===== src/rtl/assert_macros.svh =====
// Assertion macros shared by the positional list RTL
`ifndef ASSERT_MACROS_SVH
`define ASSERT_MACROS_SVH

// Property must hold at every clock edge outside reset.
`define PLI_ASSERT_ALWAYS(label, clk, rst, prop) \
   label: assert property (@(posedge clk) disable iff (rst) (prop)) \
      else $error("assertion failed: always property");

// Consequent must hold in the cycle after the antecedent.
`define PLI_ASSERT_NEXT(label, clk, rst, ante, cons) \
   label: assert property (@(posedge clk) disable iff (rst) (ante) |=> (cons)) \
      else $error("assertion failed: next-cycle property");

`endif


===== src/rtl/pli_pkg.sv =====
// Shared types and constants for the positional list unit
package pli_pkg;

   localparam int CAPACITY_DEFAULT = 16;
   localparam int VALUE_W          = 32;
   localparam int POS_W            = 8;
   localparam int CMD_W            = 2;
   localparam int ECOUNT_W         = 5;

   localparam logic [CMD_W-1:0] CMD_INSERT = 2'd0;
   localparam logic [CMD_W-1:0] CMD_DELETE = 2'd1;
   localparam logic [CMD_W-1:0] CMD_READ   = 2'd2;

   typedef logic signed [VALUE_W-1:0] value_type;

   typedef struct packed {
      logic [CMD_W-1:0] command;
      logic [POS_W-1:0] position;
      value_type        item_value;
   } req_type;

   typedef struct packed {
      logic                ok;
      value_type           read_value;
      logic [ECOUNT_W-1:0] entry_count;
   } rsp_type;

   // Command broadcast to every cell of the chain.
   typedef struct packed {
      logic             do_insert;
      logic             do_delete;
      logic [POS_W-1:0] position;
      logic [POS_W-1:0] count;
      value_type        value;
   } bcast_type;

endpackage


===== src/rtl/pli_cell.sv =====
// One list cell: holds an entry and shifts with its neighbors
module pli_cell #(
   parameter int INDEX = 0
) (
   input  logic               clock,
   input  pli_pkg::bcast_type bcast,
   input  pli_pkg::value_type left_entry,
   input  pli_pkg::value_type right_entry,
   output pli_pkg::value_type entry,
   output pli_pkg::value_type hit_data
);

   localparam logic [pli_pkg::POS_W:0] IDX = (pli_pkg::POS_W + 1)'(INDEX);

   pli_pkg::value_type entry_ff;
   pli_pkg::value_type entry_in;
   logic [pli_pkg::POS_W:0] pos9;
   logic [pli_pkg::POS_W:0] cnt9;

   assign pos9 = {1'b0, bcast.position};
   assign cnt9 = {1'b0, bcast.count};

   always_comb begin
      entry_in = entry_ff;
      if (bcast.do_insert) begin
         if (IDX == pos9) begin
            entry_in = bcast.value;
         end else if (IDX > pos9 && IDX <= cnt9) begin
            entry_in = left_entry;
         end
      end else if (bcast.do_delete) begin
         if (IDX >= pos9 && (IDX + 1'b1) < cnt9) begin
            entry_in = right_entry;
         end
      end
   end

   always_ff @(posedge clock) begin
      entry_ff <= entry_in;
   end

   assign entry    = entry_ff;
   assign hit_data = (IDX == pos9) ? entry_ff : '0;

endmodule


===== src/rtl/positional_list_insert_delete_unit.sv =====
// Top level: positional list built as a shifting chain of cells
// A request beat accepted at one edge gives its response beat in the next cycle.
// Throughput: one beat per cycle while the response is drained; the affected cells shift or load in the same cycle.
// A new request is taken whenever the response register is empty or drained that cycle.
// Reset clears the entry count and response valid; entries hold no reset value
// and need no clearing pass, since only entries below the count are ever read.
`include "assert_macros.svh"

module positional_list_insert_delete_unit #(
   parameter int CAPACITY = pli_pkg::CAPACITY_DEFAULT
) (
   input  logic             clock,
   input  logic             reset,
   input  logic             req_valid,
   output logic             req_ready,
   input  pli_pkg::req_type req_data,
   output logic             rsp_valid,
   input  logic             rsp_ready,
   output pli_pkg::rsp_type rsp_data
);

   localparam int CNT_W  = $clog2(CAPACITY + 1);
   localparam int WIDE_W = (CNT_W > pli_pkg::ECOUNT_W) ? CNT_W : pli_pkg::ECOUNT_W;
   localparam int IDX_W  = (CAPACITY > 1) ? $clog2(CAPACITY) : 1;

   logic [CNT_W-1:0]   count_ff;
   logic [CNT_W-1:0]   count_in;
   logic               rsp_valid_ff;
   logic               rsp_valid_in;
   pli_pkg::rsp_type   rsp_data_ff;
   pli_pkg::rsp_type   rsp_data_in;

   logic               req_fire;
   logic               list_full;
   logic               ins_ok;
   logic               del_ok;
   logic               rd_ok;
   logic [pli_pkg::POS_W:0] pos9;
   logic [pli_pkg::POS_W:0] cnt9;
   logic [WIDE_W-1:0]  count_wide;
   pli_pkg::bcast_type bcast;
   pli_pkg::value_type cell_entry [CAPACITY];
   pli_pkg::value_type cell_hit   [CAPACITY];
   pli_pkg::value_type rd_data;

   assign req_ready = !rsp_valid_ff || rsp_ready;
   assign req_fire  = req_valid && req_ready;

   assign pos9      = {1'b0, req_data.position};
   assign cnt9      = (pli_pkg::POS_W + 1)'(count_ff);
   assign list_full = (count_ff == CNT_W'(CAPACITY));

   assign ins_ok = (req_data.command == pli_pkg::CMD_INSERT) && (pos9 <= cnt9) && !list_full;
   assign del_ok = (req_data.command == pli_pkg::CMD_DELETE) && (pos9 < cnt9);
   assign rd_ok  = (req_data.command == pli_pkg::CMD_READ) && (pos9 < cnt9);

   assign bcast.do_insert = req_fire && ins_ok;
   assign bcast.do_delete = req_fire && del_ok;
   assign bcast.position  = req_data.position;
   assign bcast.count     = pli_pkg::POS_W'(count_ff);
   assign bcast.value     = req_data.item_value;

   for (genvar g = 0; g < CAPACITY; g++) begin : g_cell
      pli_pkg::value_type left_entry;
      pli_pkg::value_type right_entry;

      if (g == 0) begin : g_first
         assign left_entry = req_data.item_value;
      end else begin : g_mid_l
         assign left_entry = cell_entry[g-1];
      end

      if (g == CAPACITY - 1) begin : g_last
         assign right_entry = cell_entry[g];
      end else begin : g_mid_r
         assign right_entry = cell_entry[g+1];
      end

      pli_cell #(
         .INDEX (g)
      ) u_cell (
         .clock       (clock),
         .bcast       (bcast),
         .left_entry  (left_entry),
         .right_entry (right_entry),
         .entry       (cell_entry[g]),
         .hit_data    (cell_hit[g])
      );
   end

   // At most one cell matches the position, so an OR selects it.
   always_comb begin
      rd_data = '0;
      for (int i = 0; i < CAPACITY; i++) begin
         rd_data = rd_data | cell_hit[IDX_W'(i)];
      end
   end

   always_comb begin
      count_in     = count_ff;
      rsp_valid_in = rsp_valid_ff;
      rsp_data_in  = rsp_data_ff;
      if (req_fire) begin
         if (ins_ok) begin
            count_in = count_ff + 1'b1;
         end else if (del_ok) begin
            count_in = count_ff - 1'b1;
         end
         count_wide              = WIDE_W'(count_in);
         rsp_valid_in            = 1'b1;
         rsp_data_in.ok          = ins_ok || del_ok || rd_ok;
         rsp_data_in.read_value  = rd_ok ? rd_data : '0;
         rsp_data_in.entry_count = count_wide[pli_pkg::ECOUNT_W-1:0];
      end else begin
         count_wide = WIDE_W'(count_ff);
         if (rsp_ready) begin
            rsp_valid_in = 1'b0;
         end
      end
   end

   always_ff @(posedge clock) begin
      if (reset) begin
         count_ff     <= '0;
         rsp_valid_ff <= 1'b0;
      end else begin
         count_ff     <= count_in;
         rsp_valid_ff <= rsp_valid_in;
      end
   end

   always_ff @(posedge clock) begin
      rsp_data_ff <= rsp_data_in;
   end

   assign rsp_valid = rsp_valid_ff;
   assign rsp_data  = rsp_data_ff;

   `PLI_ASSERT_ALWAYS(a_count_bound, clock, reset, count_ff <= CNT_W'(CAPACITY))
   `PLI_ASSERT_NEXT(a_insert_grows, clock, reset, req_fire && ins_ok,
      count_ff == CNT_W'($past(count_ff) + 1'b1))
   `PLI_ASSERT_NEXT(a_delete_shrinks, clock, reset, req_fire && del_ok,
      count_ff == CNT_W'($past(count_ff) - 1'b1))
   `PLI_ASSERT_NEXT(a_fail_holds, clock, reset, req_fire && !ins_ok && !del_ok,
      $stable(count_ff) && !rsp_data.ok == !$past(rd_ok))

endmodule

===== config.mk =====
export PLATFORM = sky130hd
export DESIGN_NAME = positional_list_insert_delete_unit
export DESIGN_NICKNAME = d
export VERILOG_FILES = /design/src/rtl/pli_pkg.sv /design/src/rtl/pli_cell.sv /design/src/rtl/positional_list_insert_delete_unit.sv
export VERILOG_INCLUDE_DIRS = /design/src /design/src/rtl
export SDC_FILE = /design/constraint.sdc
export NUM_CORES = 1
export LEC_CHECK = 0
export ABC_CLOCK_PERIOD_IN_PS = 3300
export BUFFER_PORTS_ARGS = -buffer_cell sky130_fd_sc_hd__buf_2
export CAP_MARGIN = 20
export CORE_MARGIN = 4
export CORE_UTILIZATION = 41
export CTS_BUF_LIST = sky130_fd_sc_hd__clkbuf_8
export DETAILED_ROUTE_END_ITERATION = 8
export MAX_ROUTING_LAYER = met4
export PLACE_DENSITY = 0.91
export SKIP_LAST_GASP = 1
export SLEW_MARGIN = 20
export SYNTH_ARGS = -nofsm -noshare
export SYNTH_HDL_FRONTEND = slang
export SYNTH_SLANG_ARGS = --single-unit

===== constraint.sdc =====
create_clock -name clock -period 3.3 [get_ports clock]
set_input_delay 0.495 -clock clock [delete_from_list [all_inputs] [get_ports clock]]
set_output_delay 0.495 -clock clock [all_outputs]
set_load 0.005 [all_outputs]

==> reports/results.tsv, run 1 <==
stage	metric	value	unit
outcome	status	complete, no violations	
synth	synth-main-ff-cell	edfxtp_1	
cells_and_area	layout-drive-gt1-share	42.3	%
worst_hold_path	whs_path_depth	3	
worst_setup_path	rrSetupSlack	0.81	ns
worst_setup_path	required	3.27	ns
clock_tree	clk_path_buf_depth	2	
worst_setup_path	startpoint_type	flop	
sta	relSlewSlack	60.6	%
cells_and_area	diodes	0	
cells_and_area	layout_commonest_cell	buf_2	
clock_tree	holdBufCountCts	0	
global_routing	antenna_found_initial	0	
cells_and_area	nFillCells	262	
sta	grt_setup_unrepaired	false	
synth	synthArstFlopShare	0	%
clock_tree	clk_latency	0.24	ns
clock_tree	cts-root-buf	clkbuf_8	
clock_tree	numClockSinks	13	
cells_and_area	fin_nets	203	
global_routing	grt_use_total	11.6	%
worst_setup_path	cp_common_cell	a21oi_1	
clock_tree	cts_tree	built	
detailed_routing	drc	0	
worst_setup_path	cp_slowest_stage_delay	0.47	ns
detailed_routing	drt-total-wl	2.06	mm
synth	synthesis.area	1110	um2
clock_tree	cts.clk_slew.worst_paths	0.05	ns
cells_and_area	fin_util	48.3	%
floorplan	core	2520	um2
floorplan	io_pins	86	
floorplan	dieArea	3600	um2
global_routing	grt_overflow	0	
synth	syn-num-nets	177	
cells_and_area	multi_input_area	507	um2
global_routing	grt_pass1_vias	749	
detailed_routing	antenna_left	0	
sta	post-route-period-util	75.3	%
sta	min_period	2.49	ns
placed_design	place_area	1170	um2
worst_hold_path	holdCritStartpoint	req_valid	
worst_setup_path	worstReg2RegStart	count_ff[4]$_SDFFE_PP0P_	
power_and_ir_drop	power	0.000382	W
worst_setup_path	crit_fanout	6	
sta	setup_viol	0	
sta	max_freq	0.402	GHz
worst_hold_path	hold_class	primary input to flop	
cells_and_area	ff_latch_area	330	um2
placed_design	io_buffer_count	53	
worst_setup_path	r2r-end	rsp_data[1]$_DFFE_PP_	
synth	ys_ff_latch	13	
detailed_routing	routedWlPerCell	11.5	um
detailed_routing	detail_route.iter0.violations	8	
power_and_ir_drop	ir_drop	0.000273	V
clock_tree	cts_buffers	3	
worst_setup_path	critPathArrivalTime	2.45	ns
floorplan	fp.dieW	60.0	um
sta	slew_violations	0	
floorplan	start_util	43.9	%
clock_tree	h-tree-depth	1	
worst_setup_path	path_cells	inv_1, ha_1, or4b_4, nor2_2, a21oi_2, a211oi_4, a21oi_1, a21oi_1, o221ai_1	
detailed_routing	vias	928	
synth	yosysTopAreaCellShare	21.0	%
worst_hold_path	min_to	rsp_valid$_SDFFE_PP0P_	
sta	worstMarginPinSlew	0.591	ns
clock_tree	ctsResizeCount	0	
worst_setup_path	crit_type	flop to flop	
synth	yosys-top-cells-area	buf_4 21%, edfxtp_1 19%, dfxtp_1 11%, ha_1 7.9%, xnor2_1 4.0%	
cells_and_area	fin_area	1220	um2
floorplan	dieHeight	60.0	um
worst_setup_path	crit_start	count_ff[4]$_SDFFE_PP0P_	
worst_setup_path	reg2reg_depth	9	
placed_design	place_congestion	0.839	
detailed_routing	via_per_inst	5.18	
placed_design	dpl.hpwl	1.71	mm
floorplan	rows	18	
clock_tree	post_cts_buffers	0	
cells_and_area	syn_to_final_growth	10.1	%
worst_setup_path	end_kind	flop	
synth	synth_warnings	0	
worst_setup_path	crit_path_top_delay_cell	or4b_4	
synth	ys_seq_area_share	29.8	%
global_routing	grt_max_degree	33	
synth	yosysUniqueCellTypes	39	
cells_and_area	final_cell_mix	53 x buf_2, 10 x inv_1	
sta	finClkSkew	0.00219	ns
sta	hold_violations	0	
sta	tns	0	ns
detailed_routing	first_pass_iters	4	
power_and_ir_drop	pwr_density_cell	313	nW/um2
synth	synth_edf_count	7	
global_routing	grt_first_pass_wirelength	3.10	mm
flow_run	maxCapViolations	0	
synth	synth_top_area_cell	buf_4	
power_and_ir_drop	power.leakage	0.562	nW
synth	synth_area_per_cell	8.93	um2
synth	syn-instance-count	124	
layout make-up:
class                      instances  share of cell area, %
timing repair buffer              53                   21.8
inverter                           9                   2.77
sequential                        13                   27.1
multi-input combinational         70                   41.6
clock buffer                       3                   3.39
clock inverter                     1                  0.308
tap                               30                   3.08
worst max-delay path: cells and delay by family (launching register included):
family,cells,cell delay (ns)
AO/OA/AOI/OAI,5,0.88
buffers and inverters,1,0.09
AND/OR/NAND/NOR,2,0.60
adder cells (fa/ha/maj),1,0.29
flip-flops,1,0.35
report_power, final:
| group | leakage, nW | internal, W | switching (W) |
|---|---|---|---|
| clock network | 0.0269 | 0.0000819 | 0.0000527 |
| registers | 0.120 | 0.000177 | 0.00000505 |
| logic | 0.416 | 0.0000307 | 0.0000348 |
per-layer routing:
metal  track usage [%]  vias to the layer above  wire length [um]
li1                  -                      455                 -
met1              11.9                      417               722
met2              20.4                       53               983
met3              4.32                        3               338
met4              3.80                        0                11
met5                 -                        -                 0
cells by family (layout without fill, tap and decap cells):
kind of cell / Yosys count / after routing / synth area share [%]
AO/OA/AOI/OAI: 26 / 26 / 17.6
XOR/XNOR: 5 / 5 / 3.95
buffers and inverters: 41 / 66 / 24.4
adder cells (fa/ha/maj): 7 / 7 / 7.91
flip-flops: 13 / 13 / 29.8
AND/OR/NAND/NOR: 32 / 32 / 16.3
Yosys cell counts (5+ instances only):
library cell  number
a21oi_1            7
buf_4             31
dfxtp_1            6
edfxtp_1           7
ha_1               7
inv_1              9
nand2_1            7
nand3_1            5
nor2_1             5
xnor2_1            5
through the flow:
stage	hold slack (ns)	instances	worst slack, ns
finish	0.503	179	0.814
CTS	0.498	179	0.807
floorplan	0.484	124	0.921
global route	0.511	179	0.614
detailed placement	0.529	175	0.652
global placement	0.512	175	0.696
state kept, by name (all words and copies together), names as in the netlist:
register / count
rsp_valid: 1
rsp_data: 7
count_ff: 5
worst max-delay path by stage:
stage,slack (ns),to,cells past startpoint
floorplan,0.92,rsp_data[1]$_DFFE_PP_,8
global placement,0.70,rsp_data[1]$_DFFE_PP_,9
detailed placement,0.65,rsp_data[1]$_DFFE_PP_,9
CTS,0.81,rsp_data[1]$_DFFE_PP_,9
global route,0.61,rsp_data[1]$_DFFE_PP_,9
finish,0.81,rsp_data[1]$_DFFE_PP_,9
No activity file was read; power rests on OpenSTA's default activity.
==> inputs of run 2 (changes only) <==
--- a/config.mk
+++ b/config.mk
@@ -6,7 +6,7 @@
 export SDC_FILE = /design/constraint.sdc
 export NUM_CORES = 1
 export LEC_CHECK = 0
-export ABC_CLOCK_PERIOD_IN_PS = 3300
+export ABC_CLOCK_PERIOD_IN_PS = 2300
 export BUFFER_PORTS_ARGS = -buffer_cell sky130_fd_sc_hd__buf_2
 export CAP_MARGIN = 20
 export CORE_MARGIN = 4
==> constraint.sdc (replaced) <==
create_clock -name clock -period 2.3 [get_ports clock]
set_input_delay 0.345 -clock clock [delete_from_list [all_inputs] [get_ports clock]]
set_output_delay 0.345 -clock clock [all_outputs]
set_load 0.005 [all_outputs]
==> run 2 against run 1 <==
The run now ends with setup timing left. Sequential power up 43%. Clock skew fell by 0.0011 ns. Routed wire length grew 22%. Register-to-register slack worse by 0.86 ns. Combinational power is 69% higher. Total power increased by 48%. Sequential share of layout area decreased by 3.2 points. Hold slack worse by 0.15 ns. Design area grew 14%. Die area unchanged.
==> reports/results.tsv, run 2 (synthesis results as in run 1) <==
stage	metric	value	unit
placed_design	place_congestion	0.834	
sta	post-route-period-util	102	%
worst_setup_path	rrSetupSlack	-0.04	ns
detailed_routing	top_layer	met4	
cells_and_area	layout-drive-gt1-share	51.8	%
worst_setup_path	startpoint_type	flop	
clock_tree	numClockSinks	13	
sta	setup_ws	-0.0444	ns
clock_tree	cts_buffers	3	
global_routing	grt_max_degree	33	
detailed_routing	first_pass_iters	4	
power_and_ir_drop	power.leakage	0.641	nW
cells_and_area	fin_nets	218	
detailed_routing	dr_wl_met2	1.23	mm
floorplan	dieHeight	60.0	um
detailed_routing	met3_length	328	um
clock_tree	holdBufCountCts	0	
worst_setup_path	crit_fanout	6	
floorplan	core	2520	um2
worst_hold_path	whs_path_depth	3	
sta	tns	-0.0864	ns
cells_and_area	syn_to_final_growth	25.4	%
clock_tree	cts_tree	built	
power_and_ir_drop	combPwrFrac	19.6	%
cells_and_area	nFillCells	250	
global_routing	grt_pass1_vias	802	
sta	finClkSkew	0.00104	ns
global_routing	grt_use_total	13.0	%
power_and_ir_drop	p_seq_share	46.1	%
sta	min_period	2.34	ns
flow_run	maxCapViolations	0	
power_and_ir_drop	intPower	0.000425	W
detailed_routing	detail_route.iter0.violations	6	
detailed_routing	m1WireLength	896	um
power_and_ir_drop	pwr_density_cell	406	nW/um2
floorplan	io_pins	86	
worst_setup_path	reg2reg_depth	10	
worst_setup_path	critPathArrivalTime	2.52	ns
floorplan	start_util	43.9	%
power_and_ir_drop	netSwitchingFraction	24.7	%
worst_setup_path	crit_type	flop to flop	
outcome	violations	setup timing	
detailed_routing	vias	990	
cells_and_area	largest_reg_flops	7	
power_and_ir_drop	p_sw	0.000140	W
power_and_ir_drop	ir_drop	0.000503	V
floorplan	fp.dieW	60.0	um
detailed_routing	routedWlPerCell	12.9	um
worst_hold_path	hold_class	primary input to flop	
cells_and_area	layout_commonest_cell	buf_2	
cells_and_area	diodes	0	
sta	relSlewSlack	60.3	%
clock_tree	cts.clk_slew.worst_paths	0.05	ns
global_routing	grt_first_pass_wirelength	3.44	mm
detailed_routing	drc	0	
worst_setup_path	required	2.47	ns
sta	max_freq	0.427	GHz
placed_design	dpl.hpwl	1.86	mm
sta	slew_violations	0	
floorplan	dieArea	3600	um2
sta	setup_viol	2	
detailed_routing	antenna_left	0	
clock_tree	cts-root-buf	clkbuf_8	
placed_design	io_buffer_count	53	
clock_tree	clk_path_buf_depth	2	
cells_and_area	fin_util	55.1	%
worst_setup_path	end_kind	flop	
detailed_routing	drt-total-wl	2.50	mm
clock_tree	h-tree-depth	1	
floorplan	rows	18	
cells_and_area	final_cell_mix	53 x buf_2, 14 x buf_4, 9 x inv_1	
global_routing	antenna_found_initial	0	
clock_tree	clk_latency	0.24	ns
sta	hold_violations	0	
global_routing	grt_overflow	0	
sta	worstMarginPinSlew	0.595	ns
outcome	status	finished, violations left	
detailed_routing	via_per_inst	5.10	
sta	grt_setup_unrepaired	true	
power_and_ir_drop	clockPowerShare	34.3	%
-- run 2: power by group through the flow --
stage	registers [W]	logic, W	clock network (W)
2_1_floorplan	0.000267	0.0000729	0
3_3_place_gp	0.000265	0.0000996	0
3_5_place_dp	0.000265	0.000103	0
4_1_cts	0.000261	0.000105	0.000197
5_1_grt	0.000262	0.000122	0.000211
6_report	0.000260	0.000111	0.000193
-- run 2: layout make-up --
| type | count | area, um2 | area share, % |
|---|---|---|---|
| Clock buffer | 3 | 41.3 | 2.97 |
| Clock inverter | 1 | 3.75 | 0.270 |
| Inverter | 9 | 33.8 | 2.43 |
| Multi-Input combinational cell | 70 | 559 | 40.3 |
| Sequential cell | 13 | 332 | 23.9 |
| Tap cell | 30 | 37.5 | 2.70 |
| Timing Repair Buffer | 68 | 382 | 27.5 |
-- run 2: routing by layer --
layer,vias to the layer above,track usage (%)
met3,6,4.54
met2,65,22.4
met4,0,4.75
met5,-,-
li1,482,-
met1,437,13.5
-- run 2: timing repair --
item | in CTS | in global routing
setup endpoints to repair | 6 | 9
pin swaps | 6 | 8
setup buffers | 1 | 3
resized for setup | 4 | 7
cloned | 0 | 0
-- run 2: worst max-delay path, stage by stage, from the launching register on --
cell      delay [ns]
dfxtp_2         0.33
inv_2           0.05
ha_4            0.25
or4b_4          0.47
nor2_4          0.14
a21oi_4         0.06
a211oi_4        0.23
buf_6           0.16
a22oi_2         0.08
or3_1           0.39
a21oi_1         0.12
-- run 2: final timing paths --
kind                                               start                  endpoint
worst min register to register    rsp_valid$_SDFFE_PP0P_    rsp_valid$_SDFFE_PP0P_
worst max register to register  count_ff[4]$_SDFFE_PP0P_  count_ff[2]$_SDFFE_PP0P_
worst min-delay path                           req_valid    rsp_valid$_SDFFE_PP0P_
worst max-delay path            count_ff[4]$_SDFFE_PP0P_  count_ff[2]$_SDFFE_PP0P_
-- run 2: metrics by stage --
stage / std cells / hold WS, ns / setup WS, ns / power [W] / area, um2
after floorplan: 124 / 0.414 / 0.0136 / 0.000340 / 1110
after global placement: 186 / 0.513 / -0.126 / 0.000365 / 1260
after detailed placement: 186 / 0.519 / -0.150 / 0.000368 / 1260
after CTS: 191 / 0.349 / -0.0465 / 0.000562 / 1330
after global routing: 194 / 0.365 / -0.110 / 0.000595 / 1390
final: 194 / 0.349 / -0.0444 / 0.000564 / 1390
==> inputs of run 3 (changes only) <==
--- a/config.mk
+++ b/config.mk
@@ -6,15 +6,16 @@
 export SDC_FILE = /design/constraint.sdc
 export NUM_CORES = 1
 export LEC_CHECK = 0
-export ABC_CLOCK_PERIOD_IN_PS = 2300
+export ABC_CLOCK_PERIOD_IN_PS = 2100
 export BUFFER_PORTS_ARGS = -buffer_cell sky130_fd_sc_hd__buf_2
 export CAP_MARGIN = 20
 export CORE_MARGIN = 4
-export CORE_UTILIZATION = 41
-export CTS_BUF_LIST = sky130_fd_sc_hd__clkbuf_8
+export CORE_UTILIZATION = 36
+export CTS_BUF_LIST = sky130_fd_sc_hd__clkbuf_8 sky130_fd_sc_hd__clkbuf_16
+export CTS_CLUSTER_SIZE = 8
 export DETAILED_ROUTE_END_ITERATION = 8
 export MAX_ROUTING_LAYER = met4
-export PLACE_DENSITY = 0.91
+export PLACE_DENSITY = 0.85
 export SKIP_LAST_GASP = 1
 export SLEW_MARGIN = 20
 export SYNTH_ARGS = -nofsm -noshare
==> constraint.sdc (replaced) <==
create_clock -name clock -period 2.1 [get_ports clock]
set_input_delay 0.315 -clock clock [delete_from_list [all_inputs] [get_ports clock]]
set_output_delay 0.315 -clock clock [all_outputs]
set_load 0.005 [all_outputs]
==> run 3 against run 2 <==
The flow still finishes with violations (setup timing). Total power rose by 11%. Via count rose by 2.6%. Hold slack got worse by 0.026 ns. Register-to-register slack got worse by 0.28 ns. Design area rose by 5.6%. Clock skew rose by 0.00085 ns. Worst setup slack got worse by 0.28 ns. Routed wire length rose by 2.8%. Final cell count rose by 4.1%. Clock-buffer cell count did not move. Clock power rose by 7%. Largest cell class unchanged.
==> reports/results.tsv, run 3 (synthesis results as in run 1) <==
stage	metric	value	unit
outcome	status	finished, violations left	
outcome	violations	setup timing	
worst_hold_path	min_to	rsp_valid$_SDFFE_PP0P_	
floorplan	core	2850	um2
clock_tree	holdBufCountCts	0	
power_and_ir_drop	combPwrFrac	21.1	%
detailed_routing	antenna_left	0	
detailed_routing	detail_route.iter0.violations	29	
worst_setup_path	r2r-end	count_ff[1]$_SDFFE_PP0P_	
worst_setup_path	rrSetupSlack	-0.32	ns
sta	setup_viol	10	
floorplan	dieArea	4030	um2
clock_tree	cts.clk_slew.worst_paths	0.05	ns
global_routing	grt_first_pass_wirelength	3.85	mm
worst_setup_path	required	2.26	ns
power_and_ir_drop	intPower	0.000472	W
cells_and_area	largest_reg_flops	7	
sta	max_freq	0.413	GHz
global_routing	grt_max_degree	33	
sta	holdWs	0.322	ns
worst_hold_path	holdCritStartpoint	req_valid	
clock_tree	clk_path_buf_depth	2	
worst_setup_path	worstReg2RegStart	count_ff[4]$_SDFFE_PP0P_	
floorplan	start_util	38.8	%
clock_tree	clk_latency	0.24	ns
clock_tree	cts_buffers	3	
detailed_routing	drc	0	
flow_run	maxCapViolations	0	
power_and_ir_drop	power.leakage	0.687	nW
detailed_routing	first_pass_iters	4	
worst_setup_path	crit_type	flop to flop	
power_and_ir_drop	p_seq_share	45.8	%
cells_and_area	layout_commonest_cell	buf_2	
cells_and_area	fin_nets	225	
power_and_ir_drop	clockPowerShare	33.2	%
worst_setup_path	critPathArrivalTime	2.58	ns
cells_and_area	syn_to_final_growth	32.4	%
floorplan	io_pins	86	
global_routing	grt_overflow	0	
cells_and_area	layout-drive-gt1-share	59.1	%
floorplan	dieHeight	63.5	um
cells_and_area	final_cell_mix	53 x buf_2, 22 x buf_4, 8 x inv_1	
worst_hold_path	whs_path_depth	3	
sta	finClkSkew	0.00189	ns
cells_and_area	diodes	0	
detailed_routing	vias	1016	
worst_setup_path	end_kind	flop	
global_routing	antenna_found_initial	0	
sta	tns	-1.70	ns
placed_design	place_congestion	0.880	
worst_setup_path	reg2reg_depth	11	
clock_tree	h-tree-depth	1	
global_routing	grt_pass1_vias	935	
power_and_ir_drop	ir_drop	0.000448	V
floorplan	fp.dieW	63.5	um
sta	worstMarginPinSlew	0.598	ns
detailed_routing	routedWlPerCell	12.7	um
detailed_routing	drt-total-wl	2.57	mm
sta	slew_violations	0	
global_routing	grt_use_total	12.1	%
sta	relSlewSlack	60.1	%
floorplan	rows	19	
worst_setup_path	startpoint_type	flop	
sta	grt_setup_unrepaired	true	
placed_design	io_buffer_count	53	
clock_tree	cts_tree	built	
sta	post-route-period-util	115	%
sta	min_period	2.42	ns
sta	hold_violations	0	
power_and_ir_drop	pwr_density_cell	425	nW/um2
clock_tree	cts-root-buf	clkbuf_8	
power_and_ir_drop	p_sw	0.000152	W
clock_tree	numClockSinks	13	
worst_hold_path	hold_class	primary input to flop	
worst_setup_path	crit_fanout	4	
cells_and_area	nFillCells	252	
power_and_ir_drop	netSwitchingFraction	24.3	%
detailed_routing	via_per_inst	5.03	
placed_design	dpl.hpwl	1.88	mm
sta	setup_ws	-0.324	ns
-- run 3: worst max-delay path by stage --
| stage | startpoint | end | slack [ns] | depth (start not counted) |
|---|---|---|---|---|
| after floorplan | count_ff[4]$_SDFFE_PP0P_ | rsp_data[1]$_DFFE_PP_ | -0.07 | 9 |
| after global placement | req_data[36] | rsp_data[1]$_DFFE_PP_ | -0.20 | 9 |
| after detailed placement | req_data[36] | rsp_data[1]$_DFFE_PP_ | -0.24 | 9 |
| after CTS | count_ff[4]$_SDFFE_PP0P_ | count_ff[2]$_SDFFE_PP0P_ | -0.19 | 9 |
| after global routing | count_ff[4]$_SDFFE_PP0P_ | count_ff[1]$_SDFFE_PP0P_ | -0.40 | 11 |
| final | count_ff[4]$_SDFFE_PP0P_ | count_ff[1]$_SDFFE_PP0P_ | -0.32 | 11 |
-- run 3: power by group through the flow --
stage	Combinational, W	Sequential, W	Clock [W]
after floorplan	0.0000823	0.000293	0
after global placement	0.000118	0.000290	0
after detailed placement	0.000121	0.000290	0
after CTS	0.000124	0.000285	0.000216
after global routing	0.000144	0.000287	0.000231
final	0.000131	0.000285	0.000207
-- run 3: area by class of cell --
class	instances	area, um2	share of cell area (%)
Clock buffer	3	41.3	2.82
Multi-Input combinational cell	70	586	39.9
Clock inverter	1	3.75	0.256
Inverter	9	33.8	2.30
Tap cell	31	38.8	2.65
Sequential cell	13	333	22.7
Timing Repair Buffer	75	430	29.4
-- run 3: timing repair --
action	4_1_cts	5_1_grt
setup buffers	2	4
gates resized for setup	6	6
setup endpoints to repair	10	10
pin swaps	5	7
endpoints found under the hold margin	0	0
-- run 3: routing by layer --
layer | vias to the layer above | routed length, um | track usage [%]
met3 | 2 | 255 | 3.37
met4 | 0 | 24 | 3.23
met5 | - | 0 | -
li1 | 501 | - | -
met2 | 58 | 1360 | 22.9
met1 | 455 | 932 | 11.8
-- run 3: critical path: stages (launching register included) --
cell	delay [ns]
dfxtp_2	0.33
inv_2	0.05
ha_4	0.25
or4b_4	0.48
nor2_4	0.15
a21oi_4	0.06
a211oi_4	0.32
buf_4	0.18
buf_4	0.11
nand2_2	0.06
o2bb2a_4	0.21
a31oi_1	0.13
-- run 3: metrics by stage --
stage	instance area, um2	std cells	total power [W]	util, %	setup WS, ns
after floorplan	1140	124	0.000375	-	-0.0700
after global placement	1330	192	0.000408	46.4	-0.201
after detailed placement	1330	192	0.000411	46.4	-0.245
after CTS	1410	198	0.000626	49.3	-0.193
after global routing	1470	202	0.000662	51.4	-0.396
final	1470	202	0.000623	51.4	-0.324
